<file path="config.mk">
export PLATFORM = sky130hd
export DESIGN_NAME = battery_level_qualifier_core
export DESIGN_NICKNAME = d
export VERILOG_FILES = /design/src/sv/blq_pkg.sv /design/src/sv/battery_level_qualifier_core.sv /design/src/sv/blq_regs.sv /design/src/sv/blq_divider.sv /design/src/sv/blq_qualifier.sv
export SDC_FILE = /design/constraint.sdc
export NUM_CORES = 1
export LEC_CHECK = 0
export BUFFER_PORTS_ARGS = -buffer_cell sky130_fd_sc_hd__buf_2
export CORE_MARGIN = 4
export CORE_UTILIZATION = 60
export CTS_CLUSTER_SIZE = 28
export DETAILED_ROUTE_END_ITERATION = 10
export GPL_ROUTABILITY_DRIVEN = 1
export PLACE_DENSITY = 0.92
export RECOVER_POWER = 100
export SETUP_SLACK_MARGIN = 0.2
export SYNTH_ARGS = -nofsm -noshare
export SYNTH_HDL_FRONTEND = slang
export SYNTH_SLANG_ARGS = --single-unit
</file>
<file path="constraint.sdc">
create_clock -name clk_i -period 5.73 [get_ports clk_i]
set_clock_uncertainty 0.05 [all_clocks]
set_input_delay 0.573 -clock clk_i [delete_from_list [all_inputs] [get_ports clk_i]]
set_output_delay 0.573 -clock clk_i [all_outputs]
set_load 0.01 [all_outputs]
</file>
<file path="src/sv/blq_pkg.sv">
// Package for the battery level qualifier: register map, config bundle,
// sequencer states, verdict codes and arithmetic constants.
// No dependencies.
`timescale 1ns / 1ps
`default_nettype none
package blq_pkg;

  localparam int unsigned BLQ_SAMPLE_BITS = 10;
  localparam int unsigned BLQ_LEVEL_COUNT = 3;

  localparam int unsigned INPUT_W  = 10;
  localparam int unsigned VOLT_W   = 16;
  localparam int unsigned LEVEL_W  = 2;
  localparam int unsigned VERD_W   = 2;
  localparam int unsigned LIMIT_W  = 8;
  localparam int unsigned CNT_W    = 9;
  localparam int unsigned THR_REGS = 3;
  localparam int unsigned ADDR_W   = 5;
  localparam int unsigned DATA_W   = 32;

  localparam int unsigned VREF_SCALE   = 124;
  localparam int unsigned RAW_FACTOR   = 'h181;
  localparam int unsigned SCALE_FACTOR = 3 * VREF_SCALE;
  localparam int unsigned ROUND_OFFSET = 2 * RAW_FACTOR;

  localparam logic [VOLT_W-1:0]  THR_ONE_RST    = 16'h0156;
  localparam logic [VOLT_W-1:0]  THR_TWO_RST    = 16'h015b;
  localparam logic [VOLT_W-1:0]  THR_THREE_RST  = 16'h015f;
  localparam logic [LIMIT_W-1:0] LOW_LIMIT_RST  = 8'd5;
  localparam logic [LIMIT_W-1:0] GOOD_LIMIT_RST = 8'd20;

  typedef enum logic [2:0] {
    REG_RATIO_MODE,
    REG_THR_ONE,
    REG_THR_TWO,
    REG_THR_THREE,
    REG_LOW_LIMIT,
    REG_GOOD_LIMIT
  } reg_idx_e;

  typedef enum logic [VERD_W-1:0] {
    VERDICT_NONE,
    VERDICT_LOW,
    VERDICT_ENOUGH
  } verdict_e;

  typedef enum logic [1:0] {
    ST_IDLE,
    ST_MUL,
    ST_DIV,
    ST_EMIT
  } blq_state_e;

  typedef struct packed {
    logic                             ratio_mode;
    logic [THR_REGS-1:0][VOLT_W-1:0]  thr;
    logic [LIMIT_W-1:0]               low_limit;
    logic [LIMIT_W-1:0]               good_limit;
  } blq_cfg_t;

endpackage
`default_nettype wire

</file>
<file path="src/sv/battery_level_qualifier_core.sv">
// Battery level qualifier: ADC sample pair in, ratio voltage, level and
// verdict out. Depends on blq_pkg, blq_regs, blq_divider, blq_qualifier.
//
// Input stream: s_axis_tdata carries input_sample (bits 9:0) and ref_sample
// (bits 19:10). Output stream: m_axis_tdata carries voltage_value (15:0),
// charge_level (17:16) and verdict (19:18). Configuration through the APB
// port: six registers at byte addresses 0, 4, ... 20.
// Each accepted transfer has its numerator formed, then passes through the
// bit-serial divider for an NUM_W-bit quotient (20 bits for 10-bit samples),
// then is graded and qualified. A new transfer is not taken until the
// previous one has left the final step.
// s_axis_tready is high only while the sequencer idles. The result sits in
// an output register, so the next transfer is accepted while it waits; if
// the receiver still stalls when the next result is ready, the sequencer
// holds in its final step until the register frees.
// Reset restores the register defaults, clears both counters and drops
// m_axis_tvalid.
`timescale 1ns / 1ps
`default_nettype none
module battery_level_qualifier_core #(
  parameter int unsigned SAMPLE_BITS = blq_pkg::BLQ_SAMPLE_BITS,
  parameter int unsigned LEVEL_COUNT = blq_pkg::BLQ_LEVEL_COUNT
) (
  input  wire logic                       clk_i,
  input  wire logic                       rst_ni,
  input  wire logic                       s_axis_tvalid,
  output logic                            s_axis_tready,
  // [9:0] input_sample, [19:10] ref_sample, [23:20] zero
  input  wire logic [23:0]                s_axis_tdata,
  output logic                            m_axis_tvalid,
  input  wire logic                       m_axis_tready,
  // [15:0] voltage_value, [17:16] charge_level, [19:18] verdict, [23:20] zero
  output logic      [23:0]                m_axis_tdata,
  input  wire logic                       psel,
  input  wire logic                       penable,
  input  wire logic                       pwrite,
  input  wire logic [blq_pkg::ADDR_W-1:0] paddr,
  input  wire logic [blq_pkg::DATA_W-1:0] pwdata,
  output logic      [blq_pkg::DATA_W-1:0] prdata,
  output logic                            pready
);
  import blq_pkg::*;

  localparam int unsigned SMP_W = (SAMPLE_BITS < INPUT_W) ? SAMPLE_BITS : INPUT_W;
  localparam int unsigned NUM_W = SMP_W + 10;

  blq_cfg_t          cfg;
  blq_state_e        state_q, state_d;
  logic              in_fire;
  logic              emit_go;
  logic              div_start;
  logic              div_done;
  logic [NUM_W-1:0]  quotient;
  logic [NUM_W-1:0]  numerator;
  logic [SMP_W-1:0]  in_smp_q;
  logic [SMP_W-1:0]  ref_smp_q;
  logic [VOLT_W-1:0] voltage;
  logic [LEVEL_W-1:0] level;
  verdict_e          verdict;
  logic              out_valid_q, out_valid_d;
  logic [VOLT_W-1:0] out_vol_q;
  logic [LEVEL_W-1:0] out_lvl_q;
  verdict_e          out_verd_q;

  blq_regs u_regs (
    .clk_i   (clk_i),
    .rst_ni  (rst_ni),
    .psel    (psel),
    .penable (penable),
    .pwrite  (pwrite),
    .paddr   (paddr),
    .pwdata  (pwdata),
    .prdata  (prdata),
    .pready  (pready),
    .cfg_o   (cfg)
  );

  assign in_fire = s_axis_tvalid && s_axis_tready;

  always_ff @(posedge clk_i) begin
    if (in_fire) begin
      in_smp_q  <= s_axis_tdata[SMP_W-1:0];
      ref_smp_q <= s_axis_tdata[INPUT_W +: SMP_W];
    end
  end

  always_comb begin
    if (cfg.ratio_mode) begin
      numerator = NUM_W'(in_smp_q) * NUM_W'(RAW_FACTOR);
    end else begin
      numerator = NUM_W'(in_smp_q) * NUM_W'(SCALE_FACTOR) + NUM_W'(ROUND_OFFSET);
    end
  end

  blq_divider #(
    .NUM_W (NUM_W),
    .DEN_W (SMP_W)
  ) u_div (
    .clk_i      (clk_i),
    .rst_ni     (rst_ni),
    .start_i    (div_start),
    .dividend_i (numerator),
    .divisor_i  (ref_smp_q),
    .done_o     (div_done),
    .quotient_o (quotient)
  );

  assign voltage = (ref_smp_q == '0) ? {VOLT_W{1'b1}} : quotient[VOLT_W-1:0];

  blq_qualifier #(
    .LEVEL_COUNT (LEVEL_COUNT)
  ) u_qual (
    .clk_i     (clk_i),
    .rst_ni    (rst_ni),
    .cfg_i     (cfg),
    .update_i  (emit_go),
    .voltage_i (voltage),
    .level_o   (level),
    .verdict_o (verdict)
  );

  always_comb begin
    state_d = state_q;
    case (state_q)
      ST_IDLE: if (in_fire) state_d = ST_MUL;
      ST_MUL:  state_d = ST_DIV;
      ST_DIV:  if (div_done) state_d = ST_EMIT;
      ST_EMIT: if (emit_go) state_d = ST_IDLE;
      default: state_d = ST_IDLE;
    endcase
  end

  always_comb begin
    s_axis_tready = 1'b0;
    div_start     = 1'b0;
    emit_go       = 1'b0;
    case (state_q)
      ST_IDLE: s_axis_tready = 1'b1;
      ST_MUL:  div_start     = 1'b1;
      ST_DIV:  ;
      ST_EMIT: emit_go       = !out_valid_q || m_axis_tready;
      default: ;
    endcase
  end

  always_comb begin
    out_valid_d = out_valid_q;
    if (emit_go) begin
      out_valid_d = 1'b1;
    end else if (m_axis_tready) begin
      out_valid_d = 1'b0;
    end
  end

  always_ff @(posedge clk_i or negedge rst_ni) begin
    if (!rst_ni) begin
      state_q     <= ST_IDLE;
      out_valid_q <= 1'b0;
    end else begin
      state_q     <= state_d;
      out_valid_q <= out_valid_d;
    end
  end

  always_ff @(posedge clk_i) begin
    if (emit_go) begin
      out_vol_q  <= voltage;
      out_lvl_q  <= level;
      out_verd_q <= verdict;
    end
  end

  assign m_axis_tvalid = out_valid_q;
  assign m_axis_tdata  = {4'b0000, out_verd_q, out_lvl_q, out_vol_q};

  a_done_in_div: assert property (@(posedge clk_i) disable iff (!rst_ni)
    div_done |-> state_q == ST_DIV)
    else $error("divider finished outside the divide step");

  a_accept_starts: assert property (@(posedge clk_i) disable iff (!rst_ni)
    in_fire |=> state_q == ST_MUL)
    else $error("accepted transfer did not start the sequence");

  a_low_level: assert property (@(posedge clk_i) disable iff (!rst_ni)
    (out_valid_q && out_verd_q == VERDICT_LOW) |-> out_lvl_q <= LEVEL_W'(1))
    else $error("low verdict with a high level");

endmodule
`default_nettype wire

</file>
<file path="src/sv/blq_regs.sv">
// Configuration register file with an APB-style slave port.
// Depends on blq_pkg.
`timescale 1ns / 1ps
`default_nettype none
module blq_regs (
  input  wire logic                       clk_i,
  input  wire logic                       rst_ni,
  input  wire logic                       psel,
  input  wire logic                       penable,
  input  wire logic                       pwrite,
  input  wire logic [blq_pkg::ADDR_W-1:0] paddr,
  input  wire logic [blq_pkg::DATA_W-1:0] pwdata,
  output logic      [blq_pkg::DATA_W-1:0] prdata,
  output logic                            pready,
  output blq_pkg::blq_cfg_t               cfg_o
);
  import blq_pkg::*;

  blq_cfg_t   cfg_q, cfg_d;
  logic [2:0] idx;
  logic       wr_en;

  assign pready = 1'b1;
  assign idx    = paddr[ADDR_W-1:2];
  assign wr_en  = psel && penable && pwrite && pready;
  assign cfg_o  = cfg_q;

  always_comb begin
    cfg_d = cfg_q;
    if (wr_en) begin
      case (idx)
        REG_RATIO_MODE: cfg_d.ratio_mode = pwdata[0];
        REG_THR_ONE:    cfg_d.thr[0]     = pwdata[VOLT_W-1:0];
        REG_THR_TWO:    cfg_d.thr[1]     = pwdata[VOLT_W-1:0];
        REG_THR_THREE:  cfg_d.thr[2]     = pwdata[VOLT_W-1:0];
        REG_LOW_LIMIT:  cfg_d.low_limit  = pwdata[LIMIT_W-1:0];
        REG_GOOD_LIMIT: cfg_d.good_limit = pwdata[LIMIT_W-1:0];
        default:        cfg_d = cfg_q;
      endcase
    end
  end

  always_comb begin
    case (idx)
      REG_RATIO_MODE: prdata = DATA_W'(cfg_q.ratio_mode);
      REG_THR_ONE:    prdata = DATA_W'(cfg_q.thr[0]);
      REG_THR_TWO:    prdata = DATA_W'(cfg_q.thr[1]);
      REG_THR_THREE:  prdata = DATA_W'(cfg_q.thr[2]);
      REG_LOW_LIMIT:  prdata = DATA_W'(cfg_q.low_limit);
      REG_GOOD_LIMIT: prdata = DATA_W'(cfg_q.good_limit);
      default:        prdata = '0;
    endcase
  end

  always_ff @(posedge clk_i or negedge rst_ni) begin
    if (!rst_ni) begin
      cfg_q.ratio_mode <= 1'b0;
      cfg_q.thr[0]     <= THR_ONE_RST;
      cfg_q.thr[1]     <= THR_TWO_RST;
      cfg_q.thr[2]     <= THR_THREE_RST;
      cfg_q.low_limit  <= LOW_LIMIT_RST;
      cfg_q.good_limit <= GOOD_LIMIT_RST;
    end else begin
      cfg_q <= cfg_d;
    end
  end

endmodule
`default_nettype wire

</file>
<file path="src/sv/blq_divider.sv">
// Bit-serial restoring divider, one quotient bit per cycle.
// Depends on blq_pkg.
`timescale 1ns / 1ps
`default_nettype none
module blq_divider #(
  parameter int unsigned NUM_W = 20,
  parameter int unsigned DEN_W = 10
) (
  input  wire logic             clk_i,
  input  wire logic             rst_ni,
  input  wire logic             start_i,
  input  wire logic [NUM_W-1:0] dividend_i,
  input  wire logic [DEN_W-1:0] divisor_i,
  output logic                  done_o,
  output logic      [NUM_W-1:0] quotient_o
);
  import blq_pkg::*;

  localparam int unsigned STEP_W = $clog2(NUM_W);
  localparam logic [STEP_W-1:0] LAST_STEP = STEP_W'(NUM_W - 1);

  logic              busy_q, busy_d;
  logic [STEP_W-1:0] step_q, step_d;
  logic [DEN_W-1:0]  rem_q, rem_d;
  logic [DEN_W-1:0]  den_q, den_d;
  logic [NUM_W-1:0]  quo_q, quo_d;
  logic [DEN_W:0]    trial;
  logic [DEN_W:0]    diff;
  logic              fits;

  assign trial      = {rem_q, quo_q[NUM_W-1]};
  assign diff       = trial - {1'b0, den_q};
  assign fits       = trial >= {1'b0, den_q};
  assign done_o     = busy_q && (step_q == LAST_STEP);
  assign quotient_o = quo_q;

  always_comb begin
    busy_d = busy_q;
    step_d = step_q;
    rem_d  = rem_q;
    den_d  = den_q;
    quo_d  = quo_q;
    if (start_i) begin
      busy_d = 1'b1;
      step_d = '0;
      rem_d  = '0;
      den_d  = divisor_i;
      quo_d  = dividend_i;
    end else if (busy_q) begin
      rem_d  = fits ? diff[DEN_W-1:0] : trial[DEN_W-1:0];
      quo_d  = {quo_q[NUM_W-2:0], fits};
      step_d = step_q + 1'b1;
      if (step_q == LAST_STEP) begin
        busy_d = 1'b0;
      end
    end
  end

  always_ff @(posedge clk_i or negedge rst_ni) begin
    if (!rst_ni) begin
      busy_q <= 1'b0;
      step_q <= '0;
    end else begin
      busy_q <= busy_d;
      step_q <= step_d;
    end
  end

  always_ff @(posedge clk_i) begin
    rem_q <= rem_d;
    den_q <= den_d;
    quo_q <= quo_d;
  end

endmodule
`default_nettype wire

</file>
<file path="src/sv/blq_qualifier.sv">
// Grades the voltage against the thresholds and runs the low and good
// counters that qualify the level into a verdict. Depends on blq_pkg.
`timescale 1ns / 1ps
`default_nettype none
module blq_qualifier #(
  parameter int unsigned LEVEL_COUNT = blq_pkg::BLQ_LEVEL_COUNT
) (
  input  wire logic                        clk_i,
  input  wire logic                        rst_ni,
  input  wire blq_pkg::blq_cfg_t           cfg_i,
  input  wire logic                        update_i,
  input  wire logic [blq_pkg::VOLT_W-1:0]  voltage_i,
  output logic      [blq_pkg::LEVEL_W-1:0] level_o,
  output blq_pkg::verdict_e                verdict_o
);
  import blq_pkg::*;

  localparam int unsigned LEVEL_USED = (LEVEL_COUNT > THR_REGS) ? THR_REGS : LEVEL_COUNT;

  logic [CNT_W-1:0] low_cnt_q, low_cnt_d;
  logic [CNT_W-1:0] good_cnt_q, good_cnt_d;
  logic             is_low;

  always_comb begin
    level_o = '0;
    for (int i = 0; i < LEVEL_USED; i++) begin
      if (voltage_i >= cfg_i.thr[i]) begin
        level_o = LEVEL_W'(i + 1);
      end
    end
  end

  assign is_low = level_o <= LEVEL_W'(1);

  always_comb begin
    low_cnt_d  = low_cnt_q;
    good_cnt_d = good_cnt_q;
    verdict_o  = VERDICT_NONE;
    if (is_low) begin
      if (good_cnt_q != '0) begin
        good_cnt_d = good_cnt_q - 1'b1;
      end
      if (low_cnt_q > CNT_W'(cfg_i.low_limit)) begin
        low_cnt_d = '0;
        verdict_o = VERDICT_LOW;
      end else begin
        low_cnt_d = low_cnt_q + 1'b1;
      end
    end else begin
      if (good_cnt_q > CNT_W'(cfg_i.good_limit)) begin
        good_cnt_d = '0;
        verdict_o  = VERDICT_ENOUGH;
      end else begin
        good_cnt_d = good_cnt_q + 1'b1;
      end
    end
  end

  always_ff @(posedge clk_i or negedge rst_ni) begin
    if (!rst_ni) begin
      low_cnt_q  <= '0;
      good_cnt_q <= '0;
    end else if (update_i) begin
      low_cnt_q  <= low_cnt_d;
      good_cnt_q <= good_cnt_d;
    end
  end

endmodule
`default_nettype wire
</file>
# Word-level counts from Yosys, hierarchy flattened
# Index checks and enable logic that the tools add are counted.
[classes]
add_sub_neg = 6
mul = 2
magnitude_cmp = 7
n_eq_ne = 13
n_mux = 30
n_reduce_logical = 21
[ops]
columns = ["operator", "count"]
rows = [
  ["16-bit one-hot mux with 6 select lines", 1],
  ["20-bit 2-to-1 mux", 3],
  ["16-bit greater-or-equal comparator", 3],
  ["9-bit 2-to-1 mux", 4],
  ["19-bit by 10-bit adder with 20-bit output (second input constant)", 1],
  ["10-bit by 9-bit multiplier with 19-bit output (second input constant)", 1],
  ["9-bit by 1-bit adder with 9-bit output (second input constant)", 2],
  ["9-bit by 8-bit > comparator with 1-bit output", 2],
  ["10-bit by 7-bit multiplier with 17-bit output (second input constant)", 1],
  ["16-bit 2-to-1 mux", 1],
  ["2-bit AND reduction", 8],
  ["2-bit 2-to-1 mux", 7],
  ["11-bit by 10-bit greater-or-equal comparator with 1-bit output", 1],
  ["10-bit zero test", 1],
  ["1-bit 2-to-1 mux", 10],
  ["10-bit 2-to-1 mux", 1],
  ["5-bit 2-to-1 mux", 2],
  ["10-bit subtractor", 1],
  ["9-bit nonzero test", 1],
  ["9-bit by 1-bit subtractor with 9-bit output (second input constant)", 1],
  ["2-bit != test (second input constant)", 4],
  ["2-bit one-hot mux with 4 select lines", 1],
  ["3-bit by 2-bit equality test with 1-bit output (second input constant)", 2],
  ["3-bit equality test (second input constant)", 2],
  ["other kinds (13)", 18],
]
[word_totals]
register_bits = 172
output_inout_bits = 59
wordCells = 99

# Logic depth before layout (Yosys ltp)
# Gate-level depths: netlist of the first run.
[logic_depth]
word_depth = 9
depth_mapped = 18

# Hierarchy
# A second synthesis of the first run with hierarchy kept.
[unflattened]
hier_cells = 1221
area_unflattened_um2 = 13096.3
[by_module_without_submodules]
columns = ["mod", "n_inst", "cells_per_inst", "area_each_um2", "seq_area_each_um2"]
rows = [
  ["battery_level_qualifier_core", 1, 424, 4523.1, 1276.2],
  ["blq_regs", 1, 240, 3238.1, 1654.1],
  ["blq_qualifier", 1, 359, 2957.8, 450.4],
  ["blq_divider", 1, 198, 2377.3, 1251.2],
]

# Least setup slack after synthesis of the first run
# OpenSTA, ideal clock, no wires.
[synth_path]
path_kind = "register -> register"
from = "register in_smp_q[1]"
to = "register u_div.quo_q[17] (netlist: u_div.quotient_o[17]), data pin"
arrival_time_ns = 4.532
setup_slack_ns = 0.893
path_stages_with_launch = 18
path_buffers = 1
cell_sequence = "edfxtp_1 ha_1 xor2_1 ha_1 fa_1 inv_1 fa_1 inv_1 ha_1 buf_6 a21o_4 a221oi_1 o311ai_1 a31oi_1 xor2_1 or2_1 o32a_1 and3_1"
[synth_between]
elab_chain_len = 4
word_cells_on_any_way = 5
classes_between = "add/sub (1); mul (2); mux (2)"
[synth_rtl]
columns = ["element", "line_no", "rtl"]
rows = [
  ["from (decl)", "battery_level_qualifier_core.sv:55", "logic [SMP_W-1:0] in_smp_q;"],
  ["from (signal assigned)", "battery_level_qualifier_core.sv:82", "in_smp_q <= s_axis_tdata[SMP_W-1:0];"],
  ["10-bit by 7-bit multiplier with 17-bit output", "battery_level_qualifier_core.sv:91", "numerator = NUM_W'(in_smp_q) * NUM_W'(SCALE_FACTOR) + NUM_W'(ROUND_OFFSET);"],
  ["19-bit by 10-bit adder with 20-bit output", "battery_level_qualifier_core.sv:91", ""],
  ["20-bit 2-to-1 mux *", "battery_level_qualifier_core.sv:88", "if (cfg.ratio_mode) begin"],
  ["20-bit 2-to-1 mux *", "blq_divider.sv:43", "if (start_i) begin"],
  ["named net u_div.quo_d[17]", "blq_divider.sv:26", "logic [NUM_W-1:0] quo_q, quo_d;"],
  ["to (signal assigned)", "blq_divider.sv:72", "quo_q <= quo_d;"],
  ["to (decl)", "blq_divider.sv:26", ""],
]
# Mark *: on every way through the listed nets, which the timed path passes. The rest lies on a longest branch.
# A chain may end at the register's enable or synchronous reset.

# Final worst setup path of the first run
[layout_path]
from = "register in_smp_q[5]"
to = "register u_div.quo_q[17] (netlist: u_div.quotient_o[17]), data pin"
# Same word-level chain as after synthesis.

==> impl_metrics.yaml, run 1 <==
run:
  maxCapViolations: 5
global_routing:
  grt_overflow: 0
  grt_start_max_net_pins: 70
  grt_pass1_wl_um: 46000
  antenna_found_initial: 0
  grt_pass1_vias: 9668
  grt_usage_pct: 25.2
routing:
  antenna_left: 0
  avgRoutedWirePerCell_um: 17.2
  firstDrtPassIters: 5
  vias: 9696
  vias_per_cell: 5.97
  drtIter0Drc: 928
  drc: 0
  wl_um: 27900
worst_setup_path:
  endpoint_kind: "register"
  start_kind: "register"
  cp-startpoint: "in_smp_q[5]"
  timing.rr.start: "in_smp_q[5]"
  critPathArrivalTime_ns: 5.47
  crit_required_ns: 5.87
  worstSetupPathType: "register to register"
  path_max_fanout: 11
synthesis:
  synth_seq_cells: 172
  synthFlopType: "edfxtp_1"
  async_flop_share_pct: 53.5
  synth_area_leaders: "ha_1 (17%), edfxtp_1 (17%), dfrtp_1 (14%), dfstp_2 (4.7%), o21ai_0 (4.7%)"
  synth_top_area_share_pct: 17.3
  yosysSeqAreaShare_pct: 37.8
  synth_warnings: 0
  synthesis.area_um2: 12300
  synth_edf_count: 70
  synth_area_leader_cell: "ha_1"
  yosysUniqueCellTypes: 78
  synth_cells: 1267
  synth.avg_cell_area_um2: 9.68
cells_and_area:
  layout_common_cells: "ha_1 (170), inv_1 (133), o21ai_0 (119)"
  multiInputGateArea_um2: 6870
  fin_nets: 1598
  layout-drive-gt1-share_pct: 9.47
  n_fill_cell: 1471
  regArea_um2: 4630
  final_common_cell: "ha_1"
  area.growth.synth_to_final_pct: 8.98
die:
  die_area_um2: 22800
  start_util_pct: 60.8
  io_pins: 127
  placementRows: 52
  fp.dieH_um: 151
  core-area_um2: 20200
  die_w_um: 151
worst_hold_path:
  hold_path.class: "input port to register"
  min_from: "s_axis_tdata[16]"
placement:
  hpwl_um: 21000
  place_congestion: 0.962
  portBuffers: 83
clocking:
  cts.reportedPaths.clkPinSlew_ns: 0.07
  clk_path_buf_depth: 2
  h-tree-depth: 4
  insertion_delay_ns: 0.44
  cts_buffers: 17
  tritoncts: "yes"
  cts.sinks: 172
  cts-root-buf: "clkbuf_16"
timing:
  rsz0062_at_grt: "false"
  fin_crit_sh_pct: 93.0
  max_slew_margin_pct: -45.2
  setup_viol: 0
  worstMarginPinSlew_ns: 2.18
  hold_violations: 0
  drv_slew: 214
  fin_tns_setup_ns: 0
  fmax_mhz: 188
  layout_min_cycle_time_ns: 5.33
outcome:
  status: "finished with violations"
  failed_checks: "max-capacitance violations, max-slew violations"
## metrics by stage
stage,cells,hold slack [ns],instance area (um^2),setup WS (ns),util (%)
6_report,1623,0.260,13400,0.400,66.3
5_1_grt,1621,0.244,13400,0.157,66.2
4_1_cts,1618,0.247,13400,0.274,66.6
3_5_place_dp,1585,0.385,12800,0.266,63.7
3_3_place_gp,1585,0.380,12800,0.477,63.7
2_1_floorplan,1286,0.227,12300,0.893,-
## kinds of logic after synthesis
kind of cell / share of synthesized area, %
AO/OA/AOI/OAI: 16.8
XOR/XNOR: 2.64
adder cells (fa/ha/maj): 20.9
buffers and inverters: 6.74
flip-flops: 37.8
multiplexers: 2.46
other: 0.0612
AND/OR/NAND/NOR: 12.6
## cells in the mapped netlist (all sizes together), types with 10 or more instances
| cell | number |
|---|---|
| a211oi | 18 |
| a21o | 23 |
| a21oi | 52 |
| a22oi | 15 |
| buf | 28 |
| clkbuf | 35 |
| dfrtp | 70 |
| dfstp | 22 |
| dfxtp | 10 |
| edfxtp | 70 |
| fa | 22 |
| ha | 170 |
| inv | 133 |
| mux2i | 20 |
| nand2 | 118 |
| nand2b | 26 |
| nand3 | 22 |
| nand4 | 19 |
| nor2 | 56 |
| nor2b | 15 |
| nor3 | 18 |
| o21ai | 124 |
| o22ai | 11 |
| xnor2 | 23 |
| xor2 | 14 |
## sequential cells by signal (all words and copies together), names as in the netlist
register and flops:
state_q 2, in_smp_q 10, u_div.quotient_o 20, u_qual.low_cnt_q 9
u_div.busy_q 1, out_lvl_q 2, m_axis_tvalid 1, out_vol_q 16
u_div.den_q 10, u_div.rem_q 10, u_regs.cfg_o 65, u_div.step_q 5
out_verd_q 2, ref_smp_q 10, u_qual.good_cnt_q 9
## layer usage
metal / vias up / wire length (um) / GRT usage [%]
met5: - / 0 / 0
met4: 0 / 872 / 10.5
met3: 83 / 2020 / 4.97
met2: 390 / 13500 / 42.5
met1: 4606 / 11500 / 31.7
li1: 4617 / - / -
## critical path, stage by stage (launching register included)
cell and delay (ns):
edfxtp_1 0.52, ha_1 0.37, inv_1 0.06, fa_1 0.47
inv_1 0.05, fa_1 0.52, inv_1 0.06, fa_1 0.50
inv_1 0.04, ha_1 0.45, and3_1 0.31, a221oi_4 0.30
o21bai_2 0.10, or3_1 0.33, o211ai_2 0.25, nand3_1 0.21
o32a_1 0.32, and3_1 0.18
## path summary, 6_finish.rpt
kind | end | slack (ns) | cells past startpoint
worst min register to register | u_div.den_q[5] | 0.41 | 0
worst max register to register | u_div.quotient_o[17] | 0.40 | 17
min in group asynchronous | u_regs.cfg_o[26] | 0.89 | 2
worst min-delay path | ref_smp_q[6] | 0.26 | 1
worst max-delay path | u_div.quotient_o[17] | 0.40 | 17
max in group asynchronous | u_div.step_q[2] | 2.45 | 3
## area by class of cell
cell class | count | area share (%)
multi-input combinational | 918 | 51.4
tap | 270 | 2.53
timing repair buffer | 96 | 3.30
antenna | 2 | 0.0374
inverter | 133 | 3.73
clock inverter | 12 | 0.749
sequential | 172 | 34.7
clock buffer | 20 | 3.59
## repair_timing
action                     CTS  global route
resized for setup            0             1
setup buffers                0             3
hold endpoints to repair    22             0
hold buffers                 1             0
setup endpoints to repair    0             2
Power of run 1 is left out: the tool's default activity adds up to more than one toggle a clock period on the data nets, which glitch-free logic cannot reach.
==> inputs of run 2 (changes only) <==
--- a/config.mk
+++ b/config.mk
@@ -16,4 +16,5 @@
 export SETUP_SLACK_MARGIN = 0.2
 export SYNTH_ARGS = -nofsm -noshare
 export SYNTH_HDL_FRONTEND = slang
+export SYNTH_HIERARCHICAL = 1
 export SYNTH_SLANG_ARGS = --single-unit
==> run 2 against run 1 <==
Effect of this change: the flow still finishes with violations (max-capacitance violations, max-slew violations); via count up 3.4%; hold slack got worse by 0.0039 ns; first-iteration DRC count decreased by 7.3%; critical path depth increased by 1; wire length is 15% higher; fmax decreased by 1.9%; core utilization increased by 0.084 points; global-route usage rose by 1.5 points.
==> impl_metrics.yaml, run 2 <==
outcome:
  status: "finished with violations"
  failed_checks: "max-capacitance violations, max-slew violations"
die:
  fp.dieH_um: 156
  die_w_um: 156
  io_pins: 127
  core-area_um2: 21200
  die_area_um2: 24300
  placementRows: 53
  start_util_pct: 61.7
routing:
  avgRoutedWirePerCell_um: 20.1
  vias: 10000
  antenna_left: 0
  drc: 0
  vias_per_cell: 6.30
  drtIter0Drc: 860
  firstDrtPassIters: 7
  wl_um: 32000
worst_hold_path:
  hold_path.class: "input port to register"
  min_from: "s_axis_tdata[2]"
  hold_depth: 1
synthesis:
  synth_compound_area_share_pct: 13.4
  yosysSeqAreaShare_pct: 35.4
  synth_top_family_by_area: "adder cells"
  synthFlopType: "edfxtp_1"
  synth.avg_cell_area_um2: 10.7
  synthesis.area_um2: 13100
  synth_seq_cells: 172
  synth_cells: 1221
  async_flop_share_pct: 53.5
  synth_warnings: 6
  synth_area_leader_cell: "ha_1"
  synthAdderAreaFrac_pct: 19.5
  synthXorXnorAreaFrac_pct: 2.26
  synth_edf_count: 70
  synthMuxAreaShare_pct: 10.9
  yosys-top-cells-count: "ha_1 (169), inv_1 (136), mux2_2 (108)"
  yosysUniqueCellTypes: 103
  synth-simple-area-share_pct: 11.8
  yosysMostFrequentCell: "ha_1"
  synth_area_leaders: "ha_1 (16%), edfxtp_1 (16%), dfrtp_1 (13%), mux2_2 (9.3%), dfstp_2 (4.4%)"
  synth_top_area_share_pct: 16.1
worst_setup_path:
  endpoint_kind: "register"
  critPathArrivalTime_ns: 5.56
  cp-startpoint: "in_smp_q[3]"
  crit_family: "adder cells"
  critPathMostFrequentCell: "inv_1"
  cp_slowest_cell: "fa_1"
  timing.rr.start: "in_smp_q[3]"
  crit_chain: "buf_4, ha_1, inv_1, fa_1, inv_1, fa_1, inv_1, fa_1, inv_1, ha_2, nand2_1, a2111oi_1, nor2_1, a311oi_1, o211ai_1, a41oi_1, o31ai_2, mux2_2"
  crit_required_ns: 5.86
  path_max_fanout: 7
  worstSetupPathType: "register to register"
  cpPeakStageDelay_ns: 0.54
  reg2reg_depth: 18
  start_kind: "register"
  cp_num_buf_inv: 5
  cp.depth: 18
timing:
  rsz0062_at_grt: "true"
  worstMarginPinSlew_ns: 3.36
  fin_tns_setup_ns: 0
  hold_violations: 0
  max_slew_margin_pct: -127
  fmax_mhz: 184
  layout_min_cycle_time_ns: 5.43
  setup_viol: 0
  fin_crit_sh_pct: 94.8
  drv_slew: 258
clocking:
  tritoncts: "yes"
  cts.sinks: 172
  cts_buffers: 17
  cts.reportedPaths.clkPinSlew_ns: 0.07
  clk_path_buf_depth: 2
  ctsHoldBuffers: 0
  cts-root-buf: "clkbuf_16"
  h-tree-depth: 4
  insertion_delay_ns: 0.44
cells_and_area:
  fin_nets: 1559
  area.growth.synth_to_final_pct: 7.52
  final_util_pct: 66.4
  layout_common_cells: "ha_1 (168), inv_1 (136), mux2_2 (106)"
  layout-drive-gt1-share_pct: 19.8
  largest_reg_flops: 65
  final_common_cell: "ha_1"
  stdcell_count: 1591
placement:
  placedCellCount: 1546
  portBuffers: 83
  place_congestion: 0.900
  hpwl_um: 23000
run:
  maxCapViolations: 8
global_routing:
  grt_overflow: 0
  grt_pass1_wl_um: 52300
  grt_pass1_vias: 10400
  grt_usage_pct: 26.7
  grt_start_max_net_pins: 51
  antenna_found_initial: 4
==> run 2: changes by cell type in the layout (fill, tap and decap cells not counted), sizes merged, moves of 5 or more <==
cell | before | now
mux2 | 9 | 110
o21ai | 124 | 47
nand2 | 118 | 43
nor2b | 15 | 6
nand4 | 19 | 25
o22ai | 11 | 5
xnor2 | 23 | 17
a22oi | 15 | 10
a31oi | 9 | 4
nor3 | 18 | 23
==> run 2: timing repair <==
item,CTS,global route
resized for setup,0,8
setup buffers,0,10
endpoints found under the setup margin,0,4
endpoints found under the hold margin,0,0
==> run 2: area by class of cell <==
class / count / area [um^2]
Fill cell: 1535 / 7140
Clock buffer: 22 / 470
Multi-Input combinational cell: 872 / 7560
Inverter: 139 / 523
Clock inverter: 10 / 83.8
Tap cell: 275 / 344
Timing Repair Buffer: 98 / 463
Antenna cell: 3 / 7.51
Sequential cell: 172 / 4630
==> run 2: metal layers <==
layer	global-route usage, %	wire, um
met4	12.0	1170
met2	45.2	15800
met1	33.3	12800
met3	5.16	2210
met5	0	13
==> run 2: worst paths after layout <==
check,end,slack [ns]
setup / recovery,u_div/quotient_o[18],0.30
hold / removal,in_smp_q[2],0.26
max in group asynchronous,u_regs/cfg_o[27],1.34
hold reg to reg,u_div/den_q[5],0.40
min in group asynchronous,u_qual/low_cnt_q[7],0.77
setup reg to reg,u_div/quotient_o[18],0.30
==> run 2: kinds of logic (layout without fill, tap and decap cells) <==
logic type	Yosys count	count (layout)
simple gates	263	263
compound gates	236	236
buf+inv	195	269
fa+ha+maj	191	191
flops	172	172
mux	128	128
xor+xnor	33	33
other cells	3	24
==> run 2: through the flow <==
| stage | setup slack, ns | hold WS [ns] | area (um^2) |
|---|---|---|---|
| final | 0.299 | 0.256 | 14100 |
| after global routing | 0.0599 | 0.240 | 14100 |
| after CTS | 0.342 | 0.0831 | 14200 |
| after global placement | 0.538 | 0.381 | 13600 |
| after floorplan | 0.877 | 0.227 | 13200 |
| after detailed placement | 0.374 | 0.384 | 13600 |
Power of run 2 is left out for the same reason.
